**src/rtl/core/cqp_pkg.sv**
```systemverilog
package cqp_pkg;

  localparam int MAX_QUERY_LEN = 64;
  localparam int MAX_DIGITS    = 20;
  localparam int PREFIX_LEN    = 7;
  localparam int POS_W         = 7;
  localparam int DCNT_W        = 5;
  localparam int VAL_W         = 64;
  localparam int TOKQ_DEPTH    = 4;
  localparam int TOKQ_PTR_W    = $clog2(TOKQ_DEPTH);
  localparam int TOKQ_CNT_W    = $clog2(TOKQ_DEPTH + 1);

  localparam logic [7:0] CHAR_ZERO = 8'h30;
  localparam logic [7:0] CHAR_NINE = 8'h39;

  typedef struct packed {
    logic [7:0] char_code;
    logic       is_terminator;
  } in_req_t;

  typedef struct packed {
    logic             ok;
    logic [VAL_W-1:0] cursor_value;
  } out_req_t;

  typedef enum logic [1:0] {
    TOK_DIGIT,
    TOK_BAD,
    TOK_END
  } tok_kind_t;

  typedef struct packed {
    tok_kind_t  kind;
    logic [3:0] digit;
    logic       len_ok;
  } tok_t;

  typedef struct packed {
    logic valid;
    tok_t tok;
  } tok_wr_t;

  function automatic logic [7:0] prefix_char(input logic [2:0] idx);
    logic [7:0] c;
    unique case (idx)
      3'd0:    c = 8'h63;
      3'd1:    c = 8'h75;
      3'd2:    c = 8'h72;
      3'd3:    c = 8'h73;
      3'd4:    c = 8'h6f;
      3'd5:    c = 8'h72;
      3'd6:    c = 8'h3d;
      default: c = 8'h00;
    endcase
    return c;
  endfunction

endpackage

```
**src/rtl/core/cqp_front.sv**
```systemverilog
module cqp_front (
  input  logic              clk,
  input  logic              rst_n,
  input  logic              push,
  input  cqp_pkg::in_req_t  in_data,
  output logic              full,
  input  logic              tok_full,
  output cqp_pkg::tok_wr_t  tok_wr
);

  localparam logic [cqp_pkg::POS_W-1:0] MaxPos =
    cqp_pkg::POS_W'(cqp_pkg::MAX_QUERY_LEN);
  localparam logic [cqp_pkg::POS_W-1:0] PfxPos =
    cqp_pkg::POS_W'(cqp_pkg::PREFIX_LEN);

  logic [cqp_pkg::POS_W-1:0] pos_r, pos_nxt;
  logic                      pfx_fail_r, pfx_fail_nxt;
  logic                      accept;
  logic                      is_digit;

  assign full     = tok_full;
  assign accept   = push && !tok_full;
  assign is_digit = (in_data.char_code >= cqp_pkg::CHAR_ZERO) &&
                    (in_data.char_code <= cqp_pkg::CHAR_NINE);

  always_comb begin
    pos_nxt             = pos_r;
    pfx_fail_nxt        = pfx_fail_r;
    tok_wr.valid        = 1'b0;
    tok_wr.tok.kind     = cqp_pkg::TOK_BAD;
    tok_wr.tok.digit    = in_data.char_code[3:0];
    tok_wr.tok.len_ok   = !pfx_fail_r && (pos_r <= MaxPos) && (pos_r > PfxPos);
    if (accept) begin
      if (in_data.is_terminator) begin
        tok_wr.valid    = 1'b1;
        tok_wr.tok.kind = cqp_pkg::TOK_END;
        pos_nxt         = '0;
        pfx_fail_nxt    = 1'b0;
      end else if (pos_r <= MaxPos) begin
        pos_nxt = pos_r + 1'b1;
        if (pos_r < PfxPos) begin
          if (in_data.char_code != cqp_pkg::prefix_char(pos_r[2:0])) begin
            pfx_fail_nxt = 1'b1;
          end
        end else if (!pfx_fail_r) begin
          tok_wr.valid    = 1'b1;
          tok_wr.tok.kind = is_digit ? cqp_pkg::TOK_DIGIT : cqp_pkg::TOK_BAD;
        end
      end
    end
  end

  always_ff @(posedge clk) begin
    if (!rst_n) begin
      pos_r      <= '0;
      pfx_fail_r <= 1'b0;
    end else begin
      pos_r      <= pos_nxt;
      pfx_fail_r <= pfx_fail_nxt;
    end
  end

`ifndef SYNTHESIS
  a_pos_sat: assert property (@(posedge clk) disable iff (!rst_n)
    pos_r <= MaxPos + 1'b1)
    else $error("position ran past saturation");
`endif

endmodule

```
**src/rtl/core/cqp_tok_fifo.sv**
```systemverilog
module cqp_tok_fifo (
  input  logic              clk,
  input  logic              rst_n,
  input  cqp_pkg::tok_wr_t  wr,
  output logic              full,
  input  logic              rd_en,
  output cqp_pkg::tok_t     rd_tok,
  output logic              empty
);

  cqp_pkg::tok_t                   mem [cqp_pkg::TOKQ_DEPTH];
  logic [cqp_pkg::TOKQ_PTR_W-1:0]  wr_ptr_r, rd_ptr_r;
  logic [cqp_pkg::TOKQ_CNT_W-1:0]  cnt_r, cnt_nxt;
  logic                            do_wr, do_rd;

  assign full   = (cnt_r == cqp_pkg::TOKQ_CNT_W'(cqp_pkg::TOKQ_DEPTH));
  assign empty  = (cnt_r == '0);
  assign do_wr  = wr.valid && !full;
  assign do_rd  = rd_en && !empty;
  assign rd_tok = mem[rd_ptr_r];

  always_comb begin
    cnt_nxt = cnt_r;
    if (do_wr && !do_rd) begin
      cnt_nxt = cnt_r + 1'b1;
    end else if (do_rd && !do_wr) begin
      cnt_nxt = cnt_r - 1'b1;
    end
  end

  always_ff @(posedge clk) begin
    if (do_wr) begin
      mem[wr_ptr_r] <= wr.tok;
    end
  end

  always_ff @(posedge clk) begin
    if (!rst_n) begin
      wr_ptr_r <= '0;
      rd_ptr_r <= '0;
      cnt_r    <= '0;
    end else begin
      cnt_r <= cnt_nxt;
      if (do_wr) begin
        wr_ptr_r <= wr_ptr_r + 1'b1;
      end
      if (do_rd) begin
        rd_ptr_r <= rd_ptr_r + 1'b1;
      end
    end
  end

endmodule

```
**src/rtl/core/cqp_back.sv**
```systemverilog
module cqp_back (
  input  logic              clk,
  input  logic              rst_n,
  input  logic              tok_empty,
  input  cqp_pkg::tok_t     tok,
  output logic              tok_take,
  input  logic              pop,
  output logic              empty,
  output cqp_pkg::out_req_t out_data
);

  localparam logic [cqp_pkg::DCNT_W-1:0] MaxDig =
    cqp_pkg::DCNT_W'(cqp_pkg::MAX_DIGITS);

  logic [cqp_pkg::VAL_W-1:0]  acc_r, acc_nxt;
  logic [cqp_pkg::DCNT_W-1:0] dcnt_r, dcnt_nxt;
  logic                       lz_r, lz_nxt;
  logic                       fail_r, fail_nxt;
  logic                       out_valid_r, out_valid_nxt;
  cqp_pkg::out_req_t          out_data_r, out_data_nxt;
  logic [cqp_pkg::VAL_W+3:0]  prod;
  logic                       dig_bad;
  logic                       res_ok;
  logic                       out_space;

  assign empty     = !out_valid_r;
  assign out_data  = out_data_r;
  assign out_space = !out_valid_r || pop;
  assign tok_take  = !tok_empty && ((tok.kind != cqp_pkg::TOK_END) || out_space);

  assign prod    = {1'b0, acc_r, 3'b000} + {3'b000, acc_r, 1'b0} +
                   {{cqp_pkg::VAL_W{1'b0}}, tok.digit};
  assign dig_bad = (dcnt_r >= MaxDig) || ((dcnt_r != '0) && lz_r) ||
                   (prod[cqp_pkg::VAL_W+3:cqp_pkg::VAL_W] != 4'd0);
  assign res_ok  = tok.len_ok && !fail_r && (dcnt_r != '0);

  always_comb begin
    acc_nxt       = acc_r;
    dcnt_nxt      = dcnt_r;
    lz_nxt        = lz_r;
    fail_nxt      = fail_r;
    out_valid_nxt = out_valid_r && !pop;
    out_data_nxt  = out_data_r;
    if (tok_take) begin
      unique case (tok.kind)
        cqp_pkg::TOK_DIGIT: begin
          if (!fail_r) begin
            if (dig_bad) begin
              fail_nxt = 1'b1;
            end else begin
              acc_nxt  = prod[cqp_pkg::VAL_W-1:0];
              dcnt_nxt = dcnt_r + 1'b1;
              if ((dcnt_r == '0) && (tok.digit == 4'd0)) begin
                lz_nxt = 1'b1;
              end
            end
          end
        end
        cqp_pkg::TOK_BAD: begin
          fail_nxt = 1'b1;
        end
        cqp_pkg::TOK_END: begin
          out_valid_nxt             = 1'b1;
          out_data_nxt.ok           = res_ok;
          out_data_nxt.cursor_value = res_ok ? acc_r : '0;
          acc_nxt                   = '0;
          dcnt_nxt                  = '0;
          lz_nxt                    = 1'b0;
          fail_nxt                  = 1'b0;
        end
        default: begin
          fail_nxt = 1'b1;
        end
      endcase
    end
  end

  always_ff @(posedge clk) begin
    out_data_r <= out_data_nxt;
  end

  always_ff @(posedge clk) begin
    if (!rst_n) begin
      acc_r       <= '0;
      dcnt_r      <= '0;
      lz_r        <= 1'b0;
      fail_r      <= 1'b0;
      out_valid_r <= 1'b0;
    end else begin
      acc_r       <= acc_nxt;
      dcnt_r      <= dcnt_nxt;
      lz_r        <= lz_nxt;
      fail_r      <= fail_nxt;
      out_valid_r <= out_valid_nxt;
    end
  end

`ifndef SYNTHESIS
  a_rej_zero: assert property (@(posedge clk) disable iff (!rst_n)
    out_valid_r && !out_data_r.ok |-> out_data_r.cursor_value == '0)
    else $error("rejected request carries a value");

  a_dcnt_max: assert property (@(posedge clk) disable iff (!rst_n)
    dcnt_r <= MaxDig)
    else $error("digit count beyond limit");

  a_lz_acc: assert property (@(posedge clk) disable iff (!rst_n)
    lz_r |-> (acc_r == '0) && (dcnt_r == 5'd1))
    else $error("leading zero with nonzero value");

  a_end_clear: assert property (@(posedge clk) disable iff (!rst_n)
    tok_take && (tok.kind == cqp_pkg::TOK_END) |=>
      (acc_r == '0) && (dcnt_r == '0) && !fail_r && !lz_r && out_valid_r)
    else $error("state not cleared after terminator");
`endif

endmodule

```
**src/rtl/core/cursor_query_parser.sv**
```systemverilog
// cursor_query_parser: checks a query of the form "cursor=<decimal>".
// Input queue side: one byte per request on in_data.char_code; a request
// with in_data.is_terminator set ends the query. A request is taken at a
// clock edge with push high and full low.
// Result queue side: one request per terminator on out_data (ok and
// cursor_value, the value forced to 0 when ok is 0). It is valid while
// empty is low and is taken at an edge with pop high.
// Throughput: one input request per cycle, sustained, including
// terminators back to back while results are popped every cycle.
// Path: the result of a terminator passes the token queue write and then
// the result register load before it is visible on out_data.
// Stall: while pop is held low the result register holds; byte requests
// keep flowing into the 4-entry token queue and full rises once it fills.
// Reset (rst_n low at a clock edge): all queues empty, parse state
// cleared, full low and empty high.
module cursor_query_parser (
  input  logic              clk,
  input  logic              rst_n,
  input  logic              push,
  input  cqp_pkg::in_req_t  in_data,
  output logic              full,
  output logic              empty,
  input  logic              pop,
  output cqp_pkg::out_req_t out_data
);

  cqp_pkg::tok_wr_t tok_wr;
  cqp_pkg::tok_t    tok_rd;
  logic             tok_full;
  logic             tok_empty;
  logic             tok_take;

  cqp_front u_front (
    .clk      (clk),
    .rst_n    (rst_n),
    .push     (push),
    .in_data  (in_data),
    .full     (full),
    .tok_full (tok_full),
    .tok_wr   (tok_wr)
  );

  cqp_tok_fifo u_tok_fifo (
    .clk    (clk),
    .rst_n  (rst_n),
    .wr     (tok_wr),
    .full   (tok_full),
    .rd_en  (tok_take),
    .rd_tok (tok_rd),
    .empty  (tok_empty)
  );

  cqp_back u_back (
    .clk       (clk),
    .rst_n     (rst_n),
    .tok_empty (tok_empty),
    .tok       (tok_rd),
    .tok_take  (tok_take),
    .pop       (pop),
    .empty     (empty),
    .out_data  (out_data)
  );

endmodule
```
**config.mk**
```make
export PLATFORM = sky130hd
export DESIGN_NAME = cursor_query_parser
export DESIGN_NICKNAME = d
export VERILOG_FILES = /design/src/rtl/core/cqp_pkg.sv /design/src/rtl/core/cqp_front.sv /design/src/rtl/core/cqp_tok_fifo.sv /design/src/rtl/core/cqp_back.sv /design/src/rtl/core/cursor_query_parser.sv
export SDC_FILE = /design/constraint.sdc
export NUM_CORES = 1
export LEC_CHECK = 0
export BUFFER_PORTS_ARGS = -buffer_cell sky130_fd_sc_hd__buf_4
export CORE_AREA = 2 2 169 253
export CTS_CLUSTER_SIZE = 16
export DETAILED_ROUTE_END_ITERATION = 10
export DIE_AREA = 0 0 171 255
export GPL_ROUTABILITY_DRIVEN = 0
export PLACE_DENSITY_LB_ADDON = 0.3
export SYNTH_ARGS = -nofsm -noshare
export SYNTH_HDL_FRONTEND = slang
export SYNTH_HIERARCHICAL = 1
export SYNTH_SLANG_ARGS = --single-unit
```
**constraint.sdc**
```tcl
create_clock -name clk -period 4.1 [get_ports clk]
set_input_delay 0.205 -clock clk [delete_from_list [all_inputs] [get_ports clk]]
set_output_delay 0.205 -clock clk [all_outputs]
set_load 0.01 [all_outputs]
```
# After elaboration in Yosys (flattened, before gate mapping)
# Memories as Yosys holds them, arrays and structs flattened. A register that Yosys moved wholly into a read port is not among the register bits.
# Cells that the tools add are included.
[totals]
out_inout_bits = 67
inputBits = 13
memories = 1
wordCells = 122
reg_bits = 152
ram_bits = 28
[mem_list]
columns = ["memory", "depth", "width", "rd", "rd_clocked_by_memory_dff", "write_ports", "line_no", "text"]
rows = [
  ["u_tok_fifo.mem", 4, 7, 1, 1, 1, "cqp_tok_fifo.sv:11", "cqp_pkg::tok_t mem [cqp_pkg::TOKQ_DEPTH];"],
]
[classes]
n_lt_le_gt_ge = 6
add_sub_neg = 8
reduce_logical = 44
eq_ne = 13
muxes = 38
[ops]
columns = ["cell", "count"]
rows = [
  ["$mux W64", 2],
  ["$pmux W64 S2", 1],
  ["$add A67 B65 Y68", 1],
  ["$add A68 B4 Y68", 1],
  ["$pmux W7 S6", 1],
  ["$mux W8", 4],
  ["$mux W3", 7],
  ["$logic_and A1 B1 Y1", 14],
  ["$mux W1", 14],
  ["$mux W7", 2],
  ["$eq A3 B3 Y1 const B", 4],
  ["$mux W5", 2],
  ["$pmux W5 S2", 1],
  ["$reduce_bool A2 Y1", 5],
  ["$ge A8 B6 Y1 const B", 1],
  ["$le A8 B6 Y1 const B", 1],
  ["$logic_not A1 Y1", 8],
  ["$ne A8 B8 Y1", 1],
  ["$reduce_and A4 Y1", 2],
  ["$add A7 B1 Y7 const B", 1],
  ["$gt A7 B3 Y1 const B", 1],
  ["$le A7 B7 Y1 const B", 1],
  ["$lt A7 B3 Y1 const B", 1],
  ["$eq A3 B2 Y1 const B", 2],
  ["21 further kinds", 31],
]

# Longest topological paths before layout
[depth]
depth_word = 13
ltp_mapped = 19
mapped_depth_nobuf = 15

# Modules after synthesis
# The synthesis kept the hierarchy.
[by_module_without_submodules]
columns = ["module", "cells_per_inst", "area_each_um2", "instances"]
rows = [
  ["cqp_back", 1047, 9989.6, 1],
  ["cqp_tok_fifo", 85, 1496.4, 1],
  ["cqp_front", 99, 790.8, 1],
]

# Worst setup path after synthesis
# OpenSTA, ideal clock, no wires.
[synth_timing]
path_kind = "register to register"
from = "register (tool-made name)"
to = "register u_back/acc_r[53] (netlist name)"
setup_ns = 0.117
required_ns = 3.983
path_stages_with_launch = 18
arrival_time_ns = 4.339
setup_slack_ns = -0.356
path_buffers = 3
path_cell_list = "dfxtp_1 buf_2 mux4_2 inv_1 fa_1 fa_1 and2b_1 o2111ai_1 a21oi_2 nor3_1 o21ai_1 a21oi_1 o311ai_2 and3_1 buf_6 a31oi_4 buf_6 a22o_1"
[synth_lines]
columns = ["item", "line_no", "text"]
rows = [
  ["end signal: assignment", "cqp_back.sv:90", "acc_r <= acc_nxt;"],
  ["end: declaration", "cqp_back.sv:15", "logic [cqp_pkg::VAL_W-1:0] acc_r, acc_nxt;"],
]

==> metrics.yaml <==
crit_path_cell_trace: "mux4_2, ha_1, ha_2, inv_1, fa_2, and2b_1, o2111ai_2, a21oi_4, nor3_2, o21ai_2, buf_4, a2111o_1, o311ai_2, and3_4, a31oi_4, buf_12, buf_12, a22o_1"
multi_input_area_um2: 7184
drc_errors: 0
synth_area_um2: 12280
synth_top_area_share_pct: 22.75
grt_start_max_net_pins: 66
io_pins: 80
max_stage_delay_ns: 0.52
drtAntennaViolNets: 0
port_buffers: 79
grt_setup_unrepaired: "yes"
grt-ovfl-total: 0
cts_tree: "built"
cp-end-kind: "flip-flop"
die-area_um2: 43610
crit_slowest_cell: "mux4_2"
violations: "setup timing"
htreeDepth: 4
path_buf_inv: 4
critPathTopFamily: "compound AO/OA/AOI/OAI gates"
async_reset_ff_share_pct: 0
hold_viol: 0
start_kind: "flip-flop"
cp.required_ns: 4.44
regArea_um2: 4578
synth_edf_count: 93
status: "complete, but fails checks"
seq_area_frac_synth_pct: 37.26
die_x_um: 171
power.density_nw_per_um2: 339.3
whs_ns: 0.1015
path_max_fanout: 18
crit_type: "reg -> reg"
ys_ff_latch: 182
post-place-ws_ns: -0.07827
syn_nets: 1387
drt_iter0_markers: 516
row_count: 92
max_freq_mhz: 242.6
vias: 9588
vias_per_cell: 5.052
yosysTopAreaCell: "edfxtp_1"
hp-class: "in -> reg"
antenna_found_initial: 0
grt_pass1_vias: 9921
cts_buffers: 17
grt_pass1_wl_mm: 50.04
diodes: 0
yosys_warnings: 6
setup_violations: 35
fin_crit_sh_pct: 100.5
syn_inst: 1231
routedWlPerCell_um: 16.36
fin_ws_ns: -0.02180
root_buffer: "clkbuf_16"
cts_buffer_depth: 2
drive_gt1_share_pct: 16.87
wl_mm: 31.06
ys_top_cells_by_area: "edfxtp_1, dfxtp_1, ha_1"
start_util_pct: 29.46
ys.flop_type: "edfxtp_1"
cts.sinks: 182
arrival_ns: 4.46
period_needed_ns: 4.122
dp_hpwl_mm: 23.70
syn_to_final_growth_pct: 17.59
p_leak_nw: 6.042
relSlewSlack_pct: 59.25
core_area_um2: 41670
ys_types: 91
nets: 1477
cpMostUsedCell: "buf_12"
cap_violations: 0
finalMaxSlewViolations: 0
dr.pass1.iters: 4
path_clk_slew_ns: 0.07
ir_drop_v: 0.0002174
grtUsageTotal_pct: 14.42
fill_cells: 4304
worst_slew_pin_slew_ns: 0.6028
clock-skew-final_ns: 0.01381
die_h_um: 255
syn_avg_cell_area_um2: 9.973
insertion_delay_ns: 0.45
[cell usage after synthesis (all sizes together), types with 14 or more instances]
library cell,count
nand2,81
and2,82
nor3,19
a21o,15
xor2,28
a22o,54
nand3,31
dfxtp,89
o21bai,14
a21oi,88
ha,140
inv,36
nand4,33
o21a,14
xnor2,40
buf,37
edfxtp,93
o21ai,54
nor2,55
clkbuf,35
o211ai,16
[cell type report]
cell class | count | area share, %
clock buffer | 18 | 2.973
clock inverter | 14 | 1.222
inverter | 37 | 0.9620
multi-input combinational | 940 | 49.77
sequential | 182 | 31.71
tap | 564 | 4.888
timing repair buffer | 143 | 8.476
[cells by family after synthesis]
family | count (synthesis) | share of synthesized area [%]
adder cells (fa/ha/maj) | 143 | 14.76
AND/OR/NAND/NOR | 374 | 16.26
flip-flops | 182 | 37.26
multiplexers | 12 | 1.692
buffers and inverters | 109 | 5.106
XOR/XNOR | 68 | 4.851
AO/OA/AOI/OAI | 343 | 20.08
[worst paths after layout]
path                            endpoint  cells after the start  slack (ns)              startpoint
setup / recovery        u_back/acc_r[56]                     18       -0.02               flip-flop
hold / removal        u_front/pfx_fail_r                      3        0.10              in_data[7]
setup reg to reg        u_back/acc_r[56]                     18       -0.02               flip-flop
hold reg to reg   u_tok_fifo/wr_ptr_r[0]                      2        0.51  u_tok_fifo/wr_ptr_r[0]
[sequential cells by signal (all words and copies together), names as in the netlist, named ones only]
signal	cells
u_tok_fifo/rd_ptr_r	2
u_back/fail_r	1
u_back/dcnt_r	5
u_back/lz_r	1
u_back/acc_r	64
u_tok_fifo/mem	28
u_tok_fifo/cnt_r	3
u_front/pos_r	7
u_front/pfx_fail_r	1
u_back/out_data	65
u_back/out_valid_r	1
u_tok_fifo/wr_ptr_r	2
[routing by layer]
layer / routed length, um / global-route usage, % / vias up
met3: 851 / 2.103 / 57
li1: - / - / 4778
met2: 16600 / 27.42 / 155
met5: 0 / 0 / -
met1: 12620 / 15.63 / 4598
met4: 981 / 6.392 / 0
[worst register-to-register path, cell delays in order (launching register included)]
cell,delay [ns]
dfxtp_4,0.38
mux4_2,0.52
ha_1,0.32
ha_2,0.19
inv_1,0.07
fa_2,0.21
and2b_1,0.20
o2111ai_2,0.25
a21oi_4,0.11
nor3_2,0.15
o21ai_2,0.09
buf_4,0.14
a2111o_1,0.36
o311ai_2,0.10
and3_4,0.26
a31oi_4,0.12
buf_12,0.15
buf_12,0.15
a22o_1,0.25
[metrics by stage]
stage	power [mW]	std cells	instance area, um^2	TNS, ns	util, %
after detailed placement	3.139	1854	13590	-3.257	32.61
after floorplan	2.790	1231	12310	0	-
final	4.899	1898	14440	-0.2431	34.64
after global placement	3.114	1854	13590	0	32.61
after CTS	4.922	1892	14300	-2.885	34.31
after global routing	5.124	1898	14440	-8.033	34.64
[report_power, final]
| group | leakage, nW | internal (mW) | switching [mW] |
|---|---|---|---|
| logic | 4.17 | 0.464 | 0.565 |
| registers | 1.58 | 2.07 | 0.0806 |
| clock network | 0.287 | 0.967 | 0.755 |
[cell usage in the layout, fill, tap and decap left out, types with 6 or more instances in the layout]
cell type / instances
a211oi_1: 6
a21o_1: 15
a21oi_1: 80
a21oi_2: 7
a221oi_1: 6
a22o_1: 54
a31oi_1: 7
and2_1: 82
and3_1: 9
buf_12: 8
buf_4: 126
clkbuf_16: 18
dfxtp_1: 88
edfxtp_1: 93
ha_1: 138
inv_1: 34
mux4_2: 7
nand2_1: 79
nand2b_1: 13
nand3_1: 30
nand4_1: 33
nor2_1: 54
nor2b_1: 9
nor3_1: 18
nor4_1: 8
o211ai_1: 16
o21a_1: 14
o21ai_0: 48
o21bai_1: 14
o2bb2ai_1: 6
or3_1: 9
xnor2_1: 40
xor2_1: 28
[timing repair]
action | 4_1_cts | 5_1_grt
hold endpoints to repair | 16 | 0
resized for setup | 5 | 22
hold buffers | 4 | 0
buffers inserted | 1 | 4
endpoints found under the setup margin | 69 | 71
cloned | 1 | 2
pin swaps | 5 | 13
Note: power is estimated with default switching activity, not from simulation.
